<file path="config.mk">
export PLATFORM = sky130hd
export DESIGN_NAME = lrsh_lane
export DESIGN_NICKNAME = d
export VERILOG_FILES = /design/src/rtl/lrsh_pkg.sv /design/src/rtl/lrsh_fmul.sv /design/src/rtl/lrsh_lane.sv
export SDC_FILE = /design/constraint.sdc
export NUM_CORES = 2
export LEC_CHECK = 0
export BUFFER_PORTS_ARGS = -buffer_cell sky130_fd_sc_hd__buf_2
export CORE_MARGIN = 5
export CORE_UTILIZATION = 25
export CTS_BUF_LIST = sky130_fd_sc_hd__clkbuf_4 sky130_fd_sc_hd__clkbuf_8 sky130_fd_sc_hd__clkbuf_16
export DETAILED_ROUTE_END_ITERATION = 8
export GPL_TIMING_DRIVEN = 1
export PLACE_DENSITY = 0.44
export SLEW_MARGIN = 40
export SYNTH_ARGS = -nofsm -noshare
export SYNTH_HDL_FRONTEND = slang
export SYNTH_SLANG_ARGS = --single-unit
</file>
<file path="constraint.sdc">
create_clock -name clk -period 10.3 [get_ports clk]
set_input_delay 1.545 -clock clk [delete_from_list [all_inputs] [get_ports clk]]
set_output_delay 1.545 -clock clk [all_outputs]
set_load 0.02 [all_outputs]
</file>
<file path="src/rtl/lrsh_pkg.sv">
// ----------------------------------------------------------------------------
// lrsh_pkg
// Shared types, constants and the fp32 to fp16 packing function of the
// linear RGBA scale-to-half block.
// ----------------------------------------------------------------------------
package lrsh_pkg;

  typedef struct packed {
    logic [31:0] red_in;
    logic [31:0] green_in;
    logic [31:0] blue_in;
    logic [31:0] alpha_in;
  } in_pix_t;

  typedef struct packed {
    logic [15:0] red_out;
    logic [15:0] green_out;
    logic [15:0] blue_out;
    logic [15:0] alpha_out;
  } out_pix_t;

  typedef enum logic [1:0] {
    CFG_GAIN      = 2'd0,
    CFG_MAX_LEVEL = 2'd1,
    CFG_COMPOSITE = 2'd2
  } cfg_idx_t;

  localparam logic [31:0] FP32_ONE       = 32'h3f80_0000;
  localparam logic [31:0] FP32_QNAN      = 32'h7fc0_0000;
  localparam logic [31:0] GAIN_RST       = 32'h3f80_0000;
  localparam logic [31:0] MAX_LEVEL_RST  = 32'h4780_0000;
  localparam logic [14:0] HALF_QNAN      = 15'h7e00;
  localparam logic [14:0] HALF_INF       = 15'h7c00;
  localparam int          LAT            = 8;

  // fp32 to fp16: truncate, round half up on the guard bit, flush tiny
  // values to signed zero, overflow to infinity or quiet NaN.
  function automatic logic [15:0] pack_half(input logic [31:0] x);
    logic              sgn;
    logic signed [9:0] e;
    logic [23:0]       frac;
    logic [4:0]        sh;
    logic [10:0]       m;
    logic [15:0]       h;
    sgn  = x[31];
    e    = $signed({2'b00, x[30:23]}) - 10'sd112;
    frac = {1'b0, x[22:0]};
    sh   = 5'd0;
    m    = 11'd0;
    h    = 16'd0;
    if (e < -10'sd10) begin
      h = {sgn, 15'd0};
    end else if (e <= 10'sd0) begin
      frac[23] = 1'b1;
      sh = 5'd14 - e[4:0];
      m  = 11'(frac >> sh);
      if (frac[sh - 5'd1]) begin
        m = m + 11'd1;
      end
      h = {sgn, 4'd0, m};
    end else if (e >= 10'sd31) begin
      h = (frac != 24'd0) ? {sgn, HALF_QNAN} : {sgn, HALF_INF};
    end else begin
      h = {sgn, e[4:0], x[22:13]} + {15'd0, x[12]};
    end
    return h;
  endfunction

endpackage

</file>
<file path="src/rtl/lrsh_fmul.sv">
// ----------------------------------------------------------------------------
// lrsh_fmul
// Three-stage IEEE-754 single precision multiplier, round to nearest even,
// with subnormal inputs and outputs. Stage 1 multiplies the significands,
// stage 2 normalizes, stage 3 denormalizes, rounds and packs.
// ----------------------------------------------------------------------------
module lrsh_fmul (
  input  logic        clk,
  input  logic [31:0] a_in,
  input  logic [31:0] b_in,
  output logic [31:0] y_out
);

  // stage 1
  logic [7:0]         ea, eb;
  logic               a_zero, b_zero, a_inf, b_inf, a_nan, b_nan;
  logic               sign1_r, nan1_r, inf1_r, zero1_r;
  logic [47:0]        prod1_r;
  logic signed [10:0] exp1_r;

  assign ea     = a_in[30:23];
  assign eb     = b_in[30:23];
  assign a_zero = (ea == 8'h00) && (a_in[22:0] == 23'd0);
  assign b_zero = (eb == 8'h00) && (b_in[22:0] == 23'd0);
  assign a_inf  = (ea == 8'hff) && (a_in[22:0] == 23'd0);
  assign b_inf  = (eb == 8'hff) && (b_in[22:0] == 23'd0);
  assign a_nan  = (ea == 8'hff) && (a_in[22:0] != 23'd0);
  assign b_nan  = (eb == 8'hff) && (b_in[22:0] != 23'd0);

  always_ff @(posedge clk) begin
    sign1_r <= a_in[31] ^ b_in[31];
    nan1_r  <= a_nan | b_nan | (a_inf & b_zero) | (b_inf & a_zero);
    inf1_r  <= a_inf | b_inf;
    zero1_r <= a_zero | b_zero;
    prod1_r <= {(ea != 8'h00), a_in[22:0]} * {(eb != 8'h00), b_in[22:0]};
    exp1_r  <= $signed({3'b000, (ea == 8'h00) ? 8'd1 : ea})
             + $signed({3'b000, (eb == 8'h00) ? 8'd1 : eb}) - 11'sd126;
  end

  // stage 2: leading-one search and normalize
  logic [5:0]         lz;
  logic               found;
  logic               sign2_r, nan2_r, inf2_r, zero2_r;
  logic [47:0]        norm2_r;
  logic signed [10:0] exp2_r;

  always_comb begin
    lz    = 6'd0;
    found = 1'b0;
    for (int i = 47; i >= 0; i--) begin
      if (!found && prod1_r[i]) begin
        lz    = 6'(47 - i);
        found = 1'b1;
      end
    end
  end

  always_ff @(posedge clk) begin
    sign2_r <= sign1_r;
    nan2_r  <= nan1_r;
    inf2_r  <= inf1_r;
    zero2_r <= zero1_r;
    norm2_r <= prod1_r << lz;
    exp2_r  <= exp1_r - $signed({5'd0, lz});
  end

  // stage 3: denormalize, round, pack
  localparam logic [31:0] FP32_QNAN_L = lrsh_pkg::FP32_QNAN;

  logic signed [10:0] sh_full;
  logic [5:0]         sh;
  logic [71:0]        ext;
  logic               guard, sticky, rnd, ovf;
  logic [7:0]         expf;
  logic [31:0]        sum;
  logic [31:0]        y_nxt;

  always_comb begin
    sh_full = 11'sd1 - exp2_r;
    if (exp2_r >= 11'sd1) begin
      sh = 6'd0;
    end else if (sh_full > 11'sd50) begin
      sh = 6'd50;
    end else begin
      sh = sh_full[5:0];
    end
    ext    = {norm2_r, 24'd0} >> sh;
    guard  = ext[47];
    sticky = |ext[46:0];
    rnd    = guard & (sticky | ext[48]);
    expf   = (exp2_r >= 11'sd1) ? exp2_r[7:0] : 8'd0;
    sum    = {1'b0, expf, ext[70:48]} + {31'd0, rnd};
    ovf    = (exp2_r >= 11'sd255) || (sum[30:23] == 8'hff);
    if (nan2_r) begin
      y_nxt = FP32_QNAN_L;
    end else if (inf2_r || (!zero2_r && ovf)) begin
      y_nxt = {sign2_r, 8'hff, 23'd0};
    end else if (zero2_r) begin
      y_nxt = {sign2_r, 31'd0};
    end else begin
      y_nxt = {sign2_r, sum[30:0]};
    end
  end

  always_ff @(posedge clk) begin
    y_out <= y_nxt;
  end

endmodule

</file>
<file path="src/rtl/lrsh_lane.sv">
// ----------------------------------------------------------------------------
// lrsh_lane
// One colour lane: scale by gain, multiply by the alpha factor, then drop
// non-finite or negative values and clamp to the upper level.
// ----------------------------------------------------------------------------
module lrsh_lane (
  input  logic        clk,
  input  logic [31:0] x_in,
  input  logic [31:0] gain,
  input  logic [31:0] amul,
  input  logic [31:0] top,
  output logic [31:0] y_out
);

  logic [31:0] scaled, mixed;
  logic [31:0] y_nxt;
  logic        bad, top_nan, above;

  lrsh_fmul u_gain (.clk(clk), .a_in(x_in),   .b_in(gain), .y_out(scaled));
  lrsh_fmul u_amul (.clk(clk), .a_in(scaled), .b_in(amul), .y_out(mixed));

  always_comb begin
    bad     = (mixed[30:23] == 8'hff) || (mixed[31] && (mixed[30:0] != 31'd0));
    top_nan = (top[30:23] == 8'hff) && (top[22:0] != 23'd0);
    // value is +0, -0 or positive finite here
    if (top_nan) begin
      above = 1'b0;
    end else if (top[31]) begin
      above = (mixed[30:0] != 31'd0) || (top[30:0] != 31'd0);
    end else begin
      above = mixed[30:0] > top[30:0];
    end
    if (bad) begin
      y_nxt = 32'd0;
    end else if (above) begin
      y_nxt = top;
    end else begin
      y_nxt = mixed;
    end
  end

  always_ff @(posedge clk) begin
    y_out <= y_nxt;
  end

endmodule

</file>
* Yosys cells after proc, flatten, opt, wreduce, memory -nomap -nowiden
Index checks and enable logic that the tools add are counted.
Storage, ports and cells: register bits after elaboration 348, input bits 129, word-level logic and storage cells 524
Operators by class: add/sub/neg operators 10, multipliers 2, $lt $le $gt $ge 7, equal/unequal tests 8, shifts and indexed selects 4, muxes and demuxes 205, bitwise operators 20, reduce and logical (&&, ||, !) cells 237
Operators with widths (count):
- 6-bit 2-to-1 mux | 36
- 5-bit 2-to-1 mux | 32
- 72-bit by 6-bit >> shifter with 71-bit output | 2
- 23-bit nonzero test | 5
- 1-bit logical AND | 110
- 1-bit 2-to-1 mux | 98
- 1-bit zero test | 96
- 24-bit by 24-bit multiplier with 48-bit output | 2
- 48-bit by 6-bit left shift with 48-bit output | 2
- 47-bit OR reduction | 2
- 23-bit zero test | 4
- 8-bit equality test, second input constant | 8
- 4-bit 2-to-1 mux | 16
- 31-bit by 1-bit adder with 31-bit output | 2
- 31-bit 2-to-1 mux | 2
- 31-bit nonzero test | 2
- 8-bit 2-to-1 mux | 6
- 23-bit 2-to-1 mux | 2
- 8-bit zero test | 4
- 32-bit 2-to-1 mux | 1
- 8-bit nonzero test | 4
- 31-bit > comparator | 1
- 3-bit 2-to-1 mux | 8
- 11-bit by 2-bit greater-or-equal comparator with 1-bit output, second input constant | 2
- 13 further kinds | 46

* Longest topological paths before layout
word-level depth 143, depth in mapped cells 31, depth with buffers taken out 30

* Hierarchy
A second synthesis with hierarchy kept.
Second synthesis, totals: cells, all modules 7309, area, all modules 61477.7 um2
By module, submodules not included:
- lrsh_fmul (u_amul) | times used 1, cells each 3593, area each 29858.6 um2, seq. area each 3143.0 um2
- lrsh_fmul (u_gain) | times used 1, cells each 3474, area each 29490.8 um2, seq. area each 3143.0 um2
- lrsh_lane | times used 1, cells each 242, area each 2128.3 um2, seq. area each 640.6 um2

* Worst setup path before layout
OpenSTA, ideal clock, no wires.
kind input -> register, from input amul[6], to register u_amul.prod1_r[46], library setup time 0.072 ns, arrival time 8.562 ns, slack 1.666 ns, stages on the path 28, path buffers 3, path through clkbuf_1 > clkbuf_1 > nand2_1 > fa_1 > inv_1 > fa_1 > fa_1 > fa_1 > fa_1 > inv_1 > fa_1 > inv_1 > fa_1 > ha_1 > clkbuf_1 > a21o_1 > a21oi_1 > a21boi_0 > a211oi_1 > o41ai_1 > o311ai_0 > a211oi_1 > o21ai_0 > o21ai_0 > o41ai_1 > o21bai_1 > a21oi_1 > xnor2_1
Between the ends: longest elaborated chain between the ends 1
Ends and longest elaborated chain:
- start, declared | RTL line lrsh_lane.sv:10 | input logic [31:0] amul,
- 24-bit by 24-bit multiplier with 48-bit output | RTL line lrsh_fmul.sv:35 | prod1_r <= {(ea != 8'h00), a_in[22:0]} * {(eb != 8'h00), b_in[22:0]};
- end signal, assigned | RTL line lrsh_fmul.sv:35
- end, declared | RTL line lrsh_fmul.sv:18 | logic [47:0] prod1_r;
No other way between the ends. A chain may end at the register's enable or synchronous reset.

* Final worst setup path
from input amul[3], to register u_amul.prod1_r[46]
Same word-level chain as after synthesis.

==> impl_metrics.toml <==
[cts]
cts_tree = "yes"
clkTransAtPathRegs_ns = 0.06
worstSkewPairLatency_ns = 0.64
cts.sinks = 348
cts_htree_levels = 2
cts.path.max_buffers = 3
cts_resized = 0
cts_hold_buf = 0
numCtsBuffers = 44
postCtsSetupRepairBufs = 0
cts_root_buf = "clkbuf_16"

[floorplanning]
rows = 181
pin_count = 161
die_h_um = 505
chipWidth_um = 505
initial_core_util_pct = 25.1
core_sq_um = 244000
die-area_sq_um = 255000

[sta]
slew-limit-headroom_pct = 35.9
worst-slew-pin-transition_ns = 0.961
min_period_ns = 9.11
slew_violations = 0
clock.fmax_mhz = 110
tns_ns = 0
hold_viol = 0
clock_skew_ns = 0.0473
post-route-period-util_pct = 88.5
setup_viol = 0
rsz0062_at_grt = "no"

[status]
status = "complete, no violations"

[grt]
grt_use_total_pct = 16.4
antenna_found_initial = 13
grt_pass1_wl_um = 330000
grt_pass1_vias = 54100
gr-total-overflow = 0
grt_max_degree = 59

[critical_path]
rr_startpoint = "u_gain.y_out[8]"
worst_r2r_path_depth = 28
cp_top_family = "adder cells"
cpMaxStageDelayCell = "o311ai_0"
path_class = "primary input to register"
crit-reg2reg-capture = "u_amul.prod1_r[46]"
cp_max_fo = 19
crit_path_end_kind = "register"
critical_path_depth = 28
path_common_cell = "fa_1"
startpoint_type = "primary input"
crit_required_ns = 10.86
slowest_delay_ns = 0.64
crit_buf_inv = 6
crit_arrival_ns = 9.67
reg2reg_slack_ns = 1.44
setup.worst_path.start = "amul[3]"

[place]
portBuffers = 160
dp_hpwl_um = 165000
gp_congestion = 0.879

[final_layout]
n_fill_cell = 26400
area_growth_pct = 9.64
final_nets = 8678
layout-drive-gt1-share_pct = 6.81

[logic_synthesis]
synth.distinct_cells = 99
ys_async_sr_fraction_pct = 0
synth-edff-count = 0
netlist_area_sq_um = 61300
synth_top_flop_cell = "dfxtp_1"
ys_ff_latch = 348
yosys_warnings = 0
synth_fp_nets = 8760
synth-seq-area-share_pct = 11.4
syn_avg_cell_area_sq_um = 8.45
syn-instance-count = 7248

[detailed_routing]
wl_um = 212000
avgViaCountPerCell = 4.90
vias = 51000
drtAntennaViolNets = 0
drc = 0
wl_per_cell_um = 20.4
drtIter0Drc = 3299
drt_pass1_iterations = 8

[min_path]
min_path_cells = 0
min_from = "u_gain.sign1_r"
holdPathEnd = "u_gain.sign2_r"
hold_path_class = "register to register"

[flow_run]
cap_violations = 0
synthesized netlist by cell type, types with 17 or more instances:
master        n  area, sq um
a2111oi_0    17          149
a211oi_1     37          278
a21o_1       69          518
a21oi_1     235         1180
a22oi_1      35          263
a31oi_1      46          288
and2_1      473         2960
and3_1       34          213
buf_1        28          105
buf_2        24          120
clkbuf_1    352         1320
dfxtp_1     348         6970
fa_1        968        19400
ha_1        415         5190
inv_1      1063         3990
mux2_2       25          282
mux2i_1     316         3160
mux4_2       18          405
nand2_1    1035         3880
nand2b_1     41          257
nand3_1     144          721
nand4_1      65          407
nor2_1      351         1320
nor2b_1      33          206
nor3_1      155          776
nor4_1       88          551
o211ai_1     47          353
o21a_1       20          150
o21ai_0     180          901
o21bai_1     28          210
o22ai_1      27          169
o311ai_0     26          228
o31ai_1      23          173
or2_2        18          113
or3_1        19          119
xnor2_1     126         1100
xor2_1       65          569
worst reg2reg max path: cells and delay by family, from the launching register on:
kind	cells	cell delay, ns
buffers and inverters	6	0.71
XOR/XNOR	1	0.13
AO/OA/AOI/OAI	10	2.77
adder cells (fa/ha/maj)	8	3.78
flip-flops	1	0.94
AND/OR/NAND/NOR	3	0.47
layout by cell type, fill, tap and decap left out, types with 13 or more instances in the layout:
cell,netlist,routed
nor3_1,155,155
nand2b_1,41,41
mux2i_1,316,316
clkbuf_16,0,44
nor2b_1,33,33
a2111oi_0,17,15
mux4_2,18,18
o32ai_1,13,13
nor2_1,351,347
a22oi_1,35,34
o21bai_1,28,28
and3_1,34,34
buf_4,7,122
a21oi_1,235,234
a211oi_1,37,36
a221oi_1,15,14
a21o_1,69,68
o21a_1,20,20
ha_1,415,415
nor4_1,88,88
a31oi_1,46,46
dfxtp_1,348,339
or4_1,13,13
mux2_2,25,25
and2_1,473,473
xnor2_1,126,126
or2_2,18,18
nand3_1,144,143
or3_1,19,19
o31ai_1,23,21
nand2_1,1035,1034
inv_1,1063,1063
o22ai_1,27,26
fa_1,968,968
nand4_1,65,65
o211ai_1,47,47
xor2_1,65,65
o21ai_0,180,179
o311ai_0,26,24
buf_2,24,159
cell families (layout without fill, tap and decap cells):
logic type	Yosys count	in the layout	synth area share (%)
buffers and inverters	1483	1435	9.22
AND/OR/NAND/NOR	2531	2531	20.0
AO/OA/AOI/OAI	952	952	10.3
flip-flops	348	348	11.4
adder cells (fa/ha/maj)	1383	1383	40.1
multiplexers	360	360	6.31
XOR/XNOR	191	191	2.73
other	0	3	0
per-layer routing:
| metal | part of all wire, % | GRT usage [%] |
|---|---|---|
| met5 | 0 | 0 |
| met4 | 2.5 | 3.89 |
| met3 | 4.5 | 1.46 |
| met2 | 48 | 28.2 |
| met1 | 45 | 22.1 |
state kept, by name, summed over array words and instances (netlist names), 32 cells and up:
name            cells
u_amul.norm2_r     48
u_amul.prod1_r     48
u_gain.norm2_r     48
u_gain.prod1_r     48
u_amul.y_out       32
u_gain.y_out       32
y_out              32
layout make-up:
class                      instances  area, sq um  area share, %
multi-input combinational       5417        48800           72.6
sequential                       348         6980           10.4
inverter                        1069         4010           5.97
tap                             3202         4010           5.96
timing repair buffer             286         1790           2.67
clock buffer                      53         1210           1.80
clock inverter                    27          378          0.563
antenna                            3         7.51         0.0112
worst max-delay path by stage:
| stage | to |
|---|---|
| global placement | u_amul.prod1_r[46] |
| global route | u_amul.prod1_r[46] |
| floorplan | u_amul.prod1_r[46] |
| finish | u_amul.prod1_r[46] |
| detailed placement | u_amul.prod1_r[46] |
| CTS | u_amul.prod1_r[46] |
through the flow:
step                hold slack [ns]  instance area (sq um)  std cells  worst slack [ns]  utilization [%]
floorplan                     0.310                  61300       7248              1.67                -
global placement              0.314                  65500      10300             0.568             26.9
detailed placement            0.317                  65500      10300             0.621             26.9
CTS                           0.329                  67100      10400              1.26             27.5
global route                  0.335                  67200      10400             0.728             27.6
finish                        0.326                  67200      10400              1.19             27.6
Power is not shown: default switching activity piles up to over one toggle a cycle in this logic, so the estimate is an artifact.
